$ cat config.mk
export PLATFORM = sky130hd
export DESIGN_NAME = i2c_master_sequencer_top
export DESIGN_NICKNAME = d
export VERILOG_FILES = /design/src/i2cms_pkg.sv /design/src/i2cms_cfg.sv /design/src/i2cms_core.sv /design/src/i2c_master_sequencer_top.sv
export SDC_FILE = /design/constraint.sdc
export NUM_CORES = 1
export LEC_CHECK = 0
export BUFFER_PORTS_ARGS = -buffer_cell sky130_fd_sc_hd__buf_2
export CORE_MARGIN = 1
export CORE_UTILIZATION = 57
export CTS_BUF_LIST = sky130_fd_sc_hd__clkbuf_2 sky130_fd_sc_hd__clkbuf_4 sky130_fd_sc_hd__clkbuf_8
export DETAILED_ROUTE_END_ITERATION = 8
export PLACE_DENSITY = 0.78
export SLEW_MARGIN = 15
export SYNTH_ARGS = -nofsm -noshare
export SYNTH_HDL_FRONTEND = slang
export SYNTH_SLANG_ARGS = --single-unit
$ cat constraint.sdc
create_clock -name clk -period 6.36 [get_ports clk]
set_input_delay 1.272 -clock clk [delete_from_list [all_inputs] [get_ports clk]]
set_output_delay 1.272 -clock clk [all_outputs]
set_load 0.03 [all_outputs]
$ cat src/i2cms_pkg.sv
`timescale 1ns / 1ps
package i2cms_pkg;

	localparam int COUNT_WIDTH_DEF = 16;
	localparam int PLEN_W = 16;
	localparam int ACKCNT_W = 16;
	localparam logic [15:0] PLEN_RESET = 16'd100;

	localparam logic [1:0] OP_NONE = 2'd0;
	localparam logic [1:0] OP_REG_READ = 2'd1;
	localparam logic [1:0] OP_REG_WRITE = 2'd2;
	localparam logic [1:0] OP_BURST = 2'd3;

	localparam logic [2:0] STAT_OK = 3'd0;
	localparam logic [2:0] STAT_WADDR_NACK = 3'd1;
	localparam logic [2:0] STAT_REG_NACK = 3'd2;
	localparam logic [2:0] STAT_RADDR_NACK = 3'd3;
	localparam logic [2:0] STAT_FINAL_NACK = 3'd4;

	localparam logic [1:0] CFG_PHASE_LENGTH = 2'd0;
	localparam logic [1:0] CFG_WRITE_ADDR = 2'd1;
	localparam logic [1:0] CFG_READ_ADDR = 2'd2;

	typedef enum logic [3:0] {
		ST_IDLE,
		ST_START,
		ST_WADDR,
		ST_ACK_WADDR,
		ST_REG,
		ST_ACK_REG,
		ST_RSTART,
		ST_RADDR,
		ST_ACK_RADDR,
		ST_RDATA,
		ST_NACK,
		ST_DATA,
		ST_ACK_DATA,
		ST_STOP
	} step_t;

	typedef struct packed {
		logic [1:0] operation;
		logic [7:0] register_address;
		logic [7:0] write_data;
		logic       data_last;
		logic       sda_in;
	} item_t;

	typedef struct packed {
		logic [15:0] phase_length;
		logic [6:0]  write_device_address;
		logic [6:0]  read_device_address;
	} cfg_t;

	typedef struct packed {
		logic [15:0] acked_count;
		logic [2:0]  status;
		logic [7:0]  rx_data;
		logic        byte_taken;
		logic        done_res;
		logic        busy_res;
		logic        sda_drive;
		logic        sda_out;
		logic        scl_out;
	} res_t;

	// levels as {SCL, SDA, drive}
	function automatic logic [2:0] unit_levels(step_t s, logic [1:0] pi, logic b);
		logic [2:0] lv;
		case (s)
			ST_START: begin
				case (pi)
					2'd0: lv = 3'b111;
					2'd1: lv = 3'b101;
					2'd2: lv = 3'b101;
					default: lv = 3'b001;
				endcase
			end
			ST_RSTART: begin
				case (pi)
					2'd0: lv = 3'b011;
					2'd1: lv = 3'b111;
					2'd2: lv = 3'b101;
					default: lv = 3'b001;
				endcase
			end
			ST_STOP: begin
				case (pi)
					2'd0: lv = 3'b001;
					2'd1: lv = 3'b101;
					2'd2: lv = 3'b101;
					default: lv = 3'b111;
				endcase
			end
			ST_ACK_WADDR, ST_ACK_REG, ST_ACK_RADDR, ST_ACK_DATA: begin
				case (pi)
					2'd0: lv = 3'b010;
					2'd1: lv = 3'b110;
					2'd2: lv = 3'b110;
					default: lv = 3'b001;
				endcase
			end
			ST_RDATA: begin
				case (pi)
					2'd1: lv = 3'b110;
					2'd2: lv = 3'b110;
					default: lv = 3'b010;
				endcase
			end
			ST_IDLE: lv = 3'b111;
			default: lv = {(pi == 2'd1) || (pi == 2'd2), b, 1'b1};
		endcase
		return lv;
	endfunction

endpackage

$ cat src/i2cms_cfg.sv
`timescale 1ns / 1ps
module i2cms_cfg (
	input  logic                 clk,
	input  logic                 arst_n,
	input  logic                 cfg_valid,
	input  logic [1:0]           cfg_index,
	input  logic [15:0]          cfg_data,
	output i2cms_pkg::cfg_t      cfg
);

	i2cms_pkg::cfg_t cfg_q;

	always_ff @(posedge clk or negedge arst_n) begin
		if (!arst_n) begin
			cfg_q.phase_length <= i2cms_pkg::PLEN_RESET;
			cfg_q.write_device_address <= 7'd0;
			cfg_q.read_device_address <= 7'd0;
		end else if (cfg_valid) begin
			case (cfg_index)
				i2cms_pkg::CFG_PHASE_LENGTH: cfg_q.phase_length <= cfg_data;
				i2cms_pkg::CFG_WRITE_ADDR: cfg_q.write_device_address <= cfg_data[6:0];
				i2cms_pkg::CFG_READ_ADDR: cfg_q.read_device_address <= cfg_data[6:0];
				default: ;
			endcase
		end
	end

	assign cfg = cfg_q;

endmodule

$ cat src/i2cms_core.sv
`timescale 1ns / 1ps
module i2cms_core #(
	parameter int COUNT_WIDTH = i2cms_pkg::COUNT_WIDTH_DEF
) (
	input  logic                 clk,
	input  logic                 arst_n,
	input  logic                 en,
	input  i2cms_pkg::item_t     item,
	input  i2cms_pkg::cfg_t      cfg,
	output i2cms_pkg::res_t      res
);

	localparam int ACK_W = (COUNT_WIDTH < i2cms_pkg::ACKCNT_W) ? COUNT_WIDTH
		: i2cms_pkg::ACKCNT_W;
	localparam logic [ACK_W-1:0] ACK_LIMIT = {ACK_W{1'b1}};

	i2cms_pkg::step_t step_q, step_n, s;
	logic [15:0]      pc_q, pc_n, pc_e, plen;
	logic [1:0]       pi_q, pi_n, pi_e;
	logic [2:0]       bc_q, bc_n, bc_e;
	logic [7:0]       shift_q, shift_n;
	logic [7:0]       recv_q, recv_n;
	logic [1:0]       pend_q, pend_n;
	logic [7:0]       latch_q, latch_n;
	logic             final_q, final_n;
	logic [2:0]       stat_q, stat_n;
	logic [ACK_W-1:0] ack_q, ack_n;
	logic             samp_q, samp_n;
	logic             start, load, last_tick, acked, rd, taken, done, busy;
	logic [2:0]       lv;
	logic [16:0]      pc_inc;

	always_comb begin
		start = (step_q == i2cms_pkg::ST_IDLE) && (item.operation != i2cms_pkg::OP_NONE);
		s = start ? i2cms_pkg::ST_START : step_q;
		pc_e = start ? 16'd0 : pc_q;
		pi_e = start ? 2'd0 : pi_q;
		bc_e = start ? 3'd0 : bc_q;
		samp_n = start ? 1'b1 : samp_q;
		stat_n = start ? i2cms_pkg::STAT_OK : stat_q;
		ack_n = start ? '0 : ack_q;
		final_n = start ? 1'b0 : final_q;
		pend_n = start ? item.operation : pend_q;
		latch_n = start ? item.register_address : latch_q;
		plen = (cfg.phase_length == 16'd0) ? 16'd1 : cfg.phase_length;
		pc_inc = {1'b0, pc_e} + 17'd1;
		last_tick = pc_inc >= {1'b0, plen};
		shift_n = shift_q;
		recv_n = recv_q;
		step_n = s;
		pc_n = pc_e;
		pi_n = pi_e;
		bc_n = bc_e;
		taken = 1'b0;
		done = 1'b0;
		busy = (s != i2cms_pkg::ST_IDLE);
		rd = (pend_n == i2cms_pkg::OP_REG_READ);
		lv = 3'b111;
		acked = 1'b0;
		load = 1'b0;
		if (busy) begin
			load = ((s == i2cms_pkg::ST_WADDR) || (s == i2cms_pkg::ST_REG)
				|| (s == i2cms_pkg::ST_RADDR) || (s == i2cms_pkg::ST_DATA))
				&& (bc_e == 3'd0) && (pi_e == 2'd0) && (pc_e == 16'd0);
			if (load) begin
				case (s)
					i2cms_pkg::ST_WADDR: shift_n = {cfg.write_device_address, 1'b0};
					i2cms_pkg::ST_REG: shift_n = latch_n;
					i2cms_pkg::ST_RADDR: shift_n = {cfg.read_device_address, 1'b1};
					default: begin
						shift_n = item.write_data;
						final_n = item.data_last;
						taken = 1'b1;
					end
				endcase
			end
			lv = i2cms_pkg::unit_levels(s, pi_e,
				(s == i2cms_pkg::ST_NACK) ? 1'b1 : shift_n[3'd7 - bc_e]);
			if (last_tick && (pi_e == 2'd1)) begin
				if (s == i2cms_pkg::ST_RDATA)
					shift_n = {shift_n[6:0], item.sda_in};
				else if (!lv[0])
					samp_n = item.sda_in;
			end
			acked = !samp_n;
			if (!last_tick) begin
				pc_n = pc_inc[15:0];
			end else begin
				pc_n = 16'd0;
				if (pi_e != 2'd3) begin
					pi_n = pi_e + 2'd1;
				end else begin
					pi_n = 2'd0;
					bc_n = 3'd0;
					case (s)
						i2cms_pkg::ST_START: step_n = i2cms_pkg::ST_WADDR;
						i2cms_pkg::ST_RSTART: step_n = i2cms_pkg::ST_RADDR;
						i2cms_pkg::ST_WADDR, i2cms_pkg::ST_REG,
						i2cms_pkg::ST_RADDR, i2cms_pkg::ST_DATA: begin
							if (bc_e == 3'd7)
								step_n = i2cms_pkg::step_t'(s + 4'd1);
							else
								bc_n = bc_e + 3'd1;
						end
						i2cms_pkg::ST_ACK_WADDR: begin
							if (rd && !acked) begin
								stat_n = i2cms_pkg::STAT_WADDR_NACK;
								step_n = i2cms_pkg::ST_STOP;
							end else begin
								step_n = (pend_n == i2cms_pkg::OP_BURST)
									? i2cms_pkg::ST_DATA : i2cms_pkg::ST_REG;
							end
						end
						i2cms_pkg::ST_ACK_REG: begin
							if (rd && !acked) begin
								stat_n = i2cms_pkg::STAT_REG_NACK;
								step_n = i2cms_pkg::ST_STOP;
							end else begin
								step_n = rd ? i2cms_pkg::ST_RSTART : i2cms_pkg::ST_DATA;
							end
						end
						i2cms_pkg::ST_ACK_RADDR: begin
							if (!acked) begin
								stat_n = i2cms_pkg::STAT_RADDR_NACK;
								step_n = i2cms_pkg::ST_STOP;
							end else begin
								shift_n = 8'd0;
								step_n = i2cms_pkg::ST_RDATA;
							end
						end
						i2cms_pkg::ST_RDATA: begin
							if (bc_e == 3'd7) begin
								recv_n = shift_n;
								step_n = i2cms_pkg::ST_NACK;
							end else begin
								bc_n = bc_e + 3'd1;
							end
						end
						i2cms_pkg::ST_NACK: step_n = i2cms_pkg::ST_STOP;
						i2cms_pkg::ST_ACK_DATA: begin
							if (pend_n == i2cms_pkg::OP_BURST) begin
								if (acked && (ack_n < ACK_LIMIT))
									ack_n = ack_n + ACK_W'(1);
								if (final_n) begin
									stat_n = acked ? i2cms_pkg::STAT_OK
										: i2cms_pkg::STAT_FINAL_NACK;
									step_n = i2cms_pkg::ST_STOP;
								end else begin
									step_n = i2cms_pkg::ST_DATA;
								end
							end else begin
								stat_n = acked ? i2cms_pkg::STAT_OK
									: i2cms_pkg::STAT_FINAL_NACK;
								step_n = i2cms_pkg::ST_STOP;
							end
						end
						i2cms_pkg::ST_STOP: begin
							step_n = i2cms_pkg::ST_IDLE;
							done = 1'b1;
						end
						default: step_n = i2cms_pkg::ST_IDLE;
					endcase
				end
			end
		end
	end

	always_ff @(posedge clk or negedge arst_n) begin
		if (!arst_n) begin
			step_q <= i2cms_pkg::ST_IDLE;
			pc_q <= 16'd0;
			pi_q <= 2'd0;
			bc_q <= 3'd0;
			shift_q <= 8'd0;
			recv_q <= 8'd0;
			pend_q <= i2cms_pkg::OP_NONE;
			latch_q <= 8'd0;
			final_q <= 1'b0;
			stat_q <= i2cms_pkg::STAT_OK;
			ack_q <= '0;
			samp_q <= 1'b1;
		end else if (en) begin
			step_q <= step_n;
			pc_q <= pc_n;
			pi_q <= pi_n;
			bc_q <= bc_n;
			shift_q <= shift_n;
			recv_q <= recv_n;
			pend_q <= pend_n;
			latch_q <= latch_n;
			final_q <= final_n;
			stat_q <= stat_n;
			ack_q <= ack_n;
			samp_q <= samp_n;
		end
	end

	always_comb begin
		res.scl_out = lv[2];
		res.sda_out = lv[1];
		res.sda_drive = lv[0];
		res.busy_res = busy;
		res.done_res = done;
		res.byte_taken = taken;
		res.rx_data = recv_n;
		res.status = stat_n;
		res.acked_count = i2cms_pkg::ACKCNT_W'(ack_n);
	end

endmodule

$ cat src/i2c_master_sequencer_top.sv
`timescale 1ns / 1ps
// I2C master sequencer: each input transfer is one bus tick and yields exactly one output
// transfer with the SCL/SDA levels for that tick plus transaction status. Items are taken
// one per clock when the output side keeps up; the work sits between an input register
// and an output register; a result is registered when its item leaves the input stage.
// Every bus unit is four phases of phase_length ticks (zero counts as one). Configuration
// writes take effect at once and are to be made while no transaction is running.
module i2c_master_sequencer_top #(
	parameter int COUNT_WIDTH = i2cms_pkg::COUNT_WIDTH_DEF
) (
	input  logic        clk,
	input  logic        arst_n,
	input  logic        s_tvalid,
	output logic        s_tready,
	// register_address[7:0], write_data[15:8], sda_in[16], zero [23:17]
	input  logic [23:0] s_tdata,
	input  logic        s_tlast,   // data_last
	input  logic [1:0]  s_tuser,   // operation[1:0]
	output logic        m_tvalid,
	input  logic        m_tready,
	// scl_out[0], sda_out[1], sda_drive[2], busy_res[3], done_res[4], byte_taken[5],
	// rx_data[13:6], status[16:14], acked_count[32:17], zero [39:33]
	output logic [39:0] m_tdata,
	input  logic        cfg_valid,
	output logic        cfg_ready,
	input  logic [1:0]  cfg_index,
	input  logic [15:0] cfg_data
);

	i2cms_pkg::item_t item_s1;
	logic             valid_s1;
	i2cms_pkg::res_t  res, res_s2;
	logic             valid_s2;
	i2cms_pkg::cfg_t  cfg;
	logic             adv;

	assign adv = valid_s1 && (!valid_s2 || m_tready);
	assign s_tready = !valid_s1 || adv;
	assign cfg_ready = 1'b1;

	always_ff @(posedge clk or negedge arst_n) begin
		if (!arst_n) begin
			valid_s1 <= 1'b0;
		end else if (s_tvalid && s_tready) begin
			valid_s1 <= 1'b1;
		end else if (adv) begin
			valid_s1 <= 1'b0;
		end
	end

	always_ff @(posedge clk) begin
		if (s_tvalid && s_tready) begin
			item_s1.operation <= s_tuser;
			item_s1.register_address <= s_tdata[7:0];
			item_s1.write_data <= s_tdata[15:8];
			item_s1.data_last <= s_tlast;
			item_s1.sda_in <= s_tdata[16];
		end
	end

	always_ff @(posedge clk or negedge arst_n) begin
		if (!arst_n) begin
			valid_s2 <= 1'b0;
		end else if (adv) begin
			valid_s2 <= 1'b1;
		end else if (m_tready) begin
			valid_s2 <= 1'b0;
		end
	end

	always_ff @(posedge clk) begin
		if (adv) begin
			res_s2 <= res;
		end
	end

	i2cms_cfg u_cfg (
		.clk       (clk),
		.arst_n    (arst_n),
		.cfg_valid (cfg_valid && cfg_ready),
		.cfg_index (cfg_index),
		.cfg_data  (cfg_data),
		.cfg       (cfg)
	);

	i2cms_core #(
		.COUNT_WIDTH (COUNT_WIDTH)
	) u_core (
		.clk    (clk),
		.arst_n (arst_n),
		.en     (adv),
		.item   (item_s1),
		.cfg    (cfg),
		.res    (res)
	);

	assign m_tvalid = valid_s2;
	assign m_tdata = {7'd0, res_s2};

endmodule

---- Yosys cells after proc, flatten, opt, wreduce, memory -nomap -nowiden ----
Cells that the tools add are included.
cells by class
  add/subtract/negate cells ............... 6
  magnitude comparators ................... 3
  eq/ne operators ......................... 21
  mux-type cells .......................... 89
  bitwise operators ....................... 2
  reduce and logical (&&, ||, !) cells .... 40
operators by type and width
  cell                                            number
  2-to-1 mux 16 bit                               11
  2-to-1 mux 8 bit                                14
  2-to-1 mux 3 bit                                21
  2-to-1 mux 4 bit                                10
  case mux 4 bit (9 select lines)                 1
  zero test 16 bit                                2
  == test 4 bit (second input constant)           6
  case mux 8 bit (3 select lines)                 1
  2-to-1 mux 1 bit                                19
  case mux 3 bit (2 select lines)                 3
  case mux 3 bit (6 select lines)                 1
  adder 16 x 1 -> 17 bit (second input constant)  1
  >= comparator 17 x 16 -> 1 bit                  1
  adder 16 x 1 -> 16 bit (second input constant)  1
  == test 4 x 3 -> 1 bit (second input constant)  4
  < comparator 16 bit (second input constant)     1
  case mux 3 bit (4 select lines)                 1
  2-to-1 mux 2 bit                                5
  AND reduction 2 bit                             5
  logical AND 1 bit                               9
  case mux 3 bit (3 select lines)                 1
  == test 4 x 2 -> 1 bit (second input constant)  2
  zero test 4 bit                                 2
  OR reduction 4 bit                              2
  21 further kinds                                37
storage, ports and cells
  bits in registers ....................... 157
  bits of input ports ..................... 50
  logic and storage cells ................. 192

---- Logic depth before layout (Yosys ltp) ----
  depth after elaboration ................. 29
  mapped depth ............................ 25

---- By module ----
From an unflattened synthesis, not the netlist that was laid out.
second synthesis, totals
  cells, all modules ...................... 874
  area, all modules ....................... 8979.9 um2
modules (own cells, without submodules)
  module                    times used  cells an instance  area each (um2)
  i2cms_core                1           739                6079.6
  i2c_master_sequencer_top  1           71                 1762.9
  i2cms_cfg                 1           64                 1137.3

---- Worst setup path after synthesis ----
Ideal clock, no wire load.
  kind .................................... flip-flop to flip-flop
  start point ............................. register u_core.step_q[2]
  end point ............................... register u_core.recv_q[7]
  arrival time ............................ 5.016 ns
  setup slack ............................. 1.217 ns
  stages on the path, launching flop included .. 24
  clock period less this slack ............ 5.143 ns
  cell sequence ........................... dfrtp_1 -> buf_2 -> nor4_4 -> o21ai_1 -> buf_2 -> clkbuf_1 -> clkbuf_1 -> nand2_1 -> inv_1 -> ha_1 -> and4_1 -> o211ai_4 -> or3_1 -> a21oi_1 -> ha_1 -> a21o_1 -> a2111oi_0 -> nor2b_4 -> nand2_4 -> and3_1 -> buf_6 -> mux2_4 -> mux2_4 -> mux2_4
RTL lines
  element                 line               source
  start, declared         i2cms_core.sv:17   i2cms_pkg::step_t step_q, step_n, s;
  start signal, assigned  i2cms_core.sv:170  step_q <= i2cms_pkg::ST_IDLE;
  start signal, assigned  i2cms_core.sv:183  step_q <= step_n;
  end signal, assigned    i2cms_core.sv:188  recv_q <= recv_n;
  end, declared           i2cms_core.sv:22   logic [7:0] recv_q, recv_n;

==> results.cfg <==
[worst_setup_path]
reg2reg_depth = 18
path_class = reg -> reg
cpMaxStageDelayCell = o21ai_2
arrival_ns = 5.53
path_cells = o21ai_2 -> nand2_1 -> inv_1 -> ha_1 -> and4_1 -> o211ai_4 -> or3_1 -> a21oi_1 -> ha_1 -> a21oi_1 -> nor3_1 -> a2111oi_0 -> buf_4 -> nor2b_4 -> a21oi_2 -> mux2i_4 -> and2_1 -> mux2_2
crit_path_end_kind = flop
required_ns = 6.58
cpPeakStageDelay_ns = 0.47
reg2reg_from = item_s1[18]
worstSetupStartpointType = flop
cp-endpoint = m_tdata[18]
path_max_fanout = 11
critical_path.startpoint = item_s1[18]
r2r-end = m_tdata[18]
r2r_slack_ns = 1.05

[sta]
hold_viol = 0
setup_slack_ns = 1.05
holdWs_ns = 0.478
fin_crit_sh_pct = 83.5
period_minus_slack_ns = 5.31
rsz0062_at_grt = no
worstMarginPinSlew_ns = 0.834
tns_ns = 0
clock.fmax_mhz = 188
setup_viol = 0
clock_skew_ns = 0.0130
relSlewSlack_pct = 44.4
drv_slew = 0

[floorplanning]
ios = 93
die-width_um = 126
fp.coreArea_um2 = 14800
die_h_um = 126
dieArea_um2 = 15800
rows = 44
initial_utilization_pct = 59.2

[global_route]
grt_usage_pct = 26.2
gr-total-overflow = 0
antenna_found_initial = 0
grt_max_degree = 62
first_global_vias = 6357
grt_pass1_wl_um = 32300

[power_and_ir_drop]
pwr-share-seq_pct = 46.3
irDropWorstVdd_uv = 206
combPwrFrac_pct = 24.0
p_sw_share_pct = 32.1
p_clk_share_pct = 29.6
power_density_nw_per_um2 = 281
internal_power_mw = 1.85
p_leak_nw = 4.19
p_switching_mw = 0.872

[logic_synthesis]
async_flop_share_pct = 66.2
synth_area_per_cell_um2 = 10.4
synth_top_family_by_area = compound AO/OA/AOI/OAI gates
ys_seq_area_share_pct = 48.1
ys_types = 79
synth-simple-area-share_pct = 16.2
netlist_area_um2 = 8730
synth-xor-area-share_pct = 2.81
synth-edff-count = 53
synth_seq_cells = 157
synth_compound_area_share_pct = 16.3
postSynthCellCount = 840
yosys-mux-area-fraction_pct = 8.23
synth_fa_ha_area_share_pct = 3.87
dominantRegCellSynth = dfrtp_1
synth_warnings = 0

[cells_and_area]
mostFrequentLayoutCell = nand2_1
area_growth_pct = 10.8
final_nets = 982
final_cell_mix = nand2_1, dfrtp_1, buf_2
drive_gt1_share_pct = 22.0
insertedDiodeCount = 0

[routing]
remaining_drc_errors = 0
wirelength_um = 19500
drt_iter0_drc = 754
vias_per_cell = 6.13
drtAntennaViolNets = 0
wl_per_cell_um = 17.7
first_pass_iters = 5
vias = 6756

[min_path]
hold_path_startpoint = item_s1[13]
hold_path.class = reg -> reg

[clocking]
ctsHoldBuffers = 0
tritoncts = built
cts.htree.levels = 4
clkTransAtPathRegs_ns = 0.08
cts_buffers = 17
post_cts_buffers = 0
cts_buffer_depth = 2
clockRootBuffer = clkbuf_8
cts_num_sinks = 157
cts.repair.resized = 0
clk_latency_ns = 0.47

[placement]
gp_congestion = 0.954
dp_hpwl_um = 13500
place_ws_ns = 1.12
io_buffers = 77

[outcome]
outcome = finished, final reports clean

[job]
maxCapViolations = 0
-- worst max-delay path: cells and delay by family (launching register included) --
kind | cells | cell delay [ns]
buffers and inverters | 2 | 0.34
AOI/OAI and AO/OA | 6 | 1.61
adders and majority gates | 2 | 0.51
and+or+nand+nor | 6 | 1.35
muxes | 2 | 0.76
DFF | 1 | 0.46
-- layer usage --
| metal | part of all wire, % | track usage (%) | up-vias |
|---|---|---|---|
| met5 | 0 | 0 | - |
| met4 | 1.8 | 8.50 | 0 |
| met3 | 6.7 | 5.18 | 31 |
| met2 | 46 | 41.2 | 280 |
| met1 | 45 | 36.5 | 3266 |
| li1 | - | - | 3179 |
-- cell usage after synthesis (all sizes together), types with 9 or more instances --
cell | count | area share [%]
nor3 | 13 | 0.75
nor4 | 10 | 1.1
mux2 | 52 | 7.7
xnor2 | 14 | 1.4
nand2b | 13 | 0.93
nand3 | 27 | 1.6
and3 | 9 | 0.64
a22o | 24 | 2.4
nor2 | 56 | 2.4
inv | 30 | 1.3
o22ai | 10 | 0.72
and2 | 9 | 0.67
dfrtp | 100 | 29
o21ai | 53 | 3.1
a31oi | 16 | 1.1
a21oi | 29 | 1.7
clkbuf | 32 | 1.4
o21a | 10 | 0.86
edfxtp | 53 | 18
nand2 | 103 | 4.5
buf | 23 | 1.7
xor2 | 14 | 1.4
ha | 27 | 3.9
-- sequential cells by signal (all words and copies together), names as in the netlist, 3 cells and up --
register,cells
item_s1,20
m_tdata,33
u_cfg.cfg,30
u_core.ack_q,16
u_core.bc_q,3
u_core.latch_q,8
u_core.pc_q,16
u_core.recv_q,8
u_core.shift_q,8
u_core.stat_q,3
u_core.step_q,4
-- area by class of cell --
cell class	count	area [µm²]
fillers	1212	5080
flip-flops and latches	157	4200
multi-input cells	604	4180
repair buffers	95	523
clock buffers	20	256
well taps	184	230
clock inverters	12	169
inverters	30	113
-- logic make-up after synthesis --
| kind of cell | after synthesis |
|---|---|
| AOI/OAI and AO/OA | 205 |
| xor gates and xnor gates | 28 |
| adders and majority gates | 27 |
| buffers and inverters | 85 |
| DFF | 157 |
| muxes | 55 |
| other | 2 |
| and+or+nand+nor | 281 |
-- stage by stage --
stage / instances / power (mW) / instance area, µm² / utilization [%]
after floorplan: 846 / 1.73 / 8750 / -
after global placement: 1070 / 1.90 / 9240 / 62.7
after detailed placement: 1070 / 1.92 / 9240 / 62.7
after CTS: 1102 / 2.73 / 9670 / 65.5
after global routing: 1102 / 2.86 / 9670 / 65.5
final: 1102 / 2.72 / 9670 / 65.5
-- power by group through the flow --
stage	clock network, mW	registers [mW]	logic, mW
after global routing	0.867	1.28	0.713
after global placement	0	1.27	0.628
after CTS	0.818	1.26	0.647
after detailed placement	0	1.28	0.645
final	0.806	1.26	0.654
after floorplan	0	1.30	0.432
-- worst min path at each step --
stage	cells after the start	slack (ns)	end
6_report	1	0.48	u_core.latch_q[3]
5_1_grt	1	0.49	u_core.latch_q[1]
4_1_cts	1	0.48	u_core.latch_q[3]
3_5_place_dp	1	0.46	u_core.latch_q[3]
3_3_place_gp	2	0.46	u_core.final_q
2_1_floorplan	2	0.44	u_core.final_q
Power figures use the tool's default switching activity.
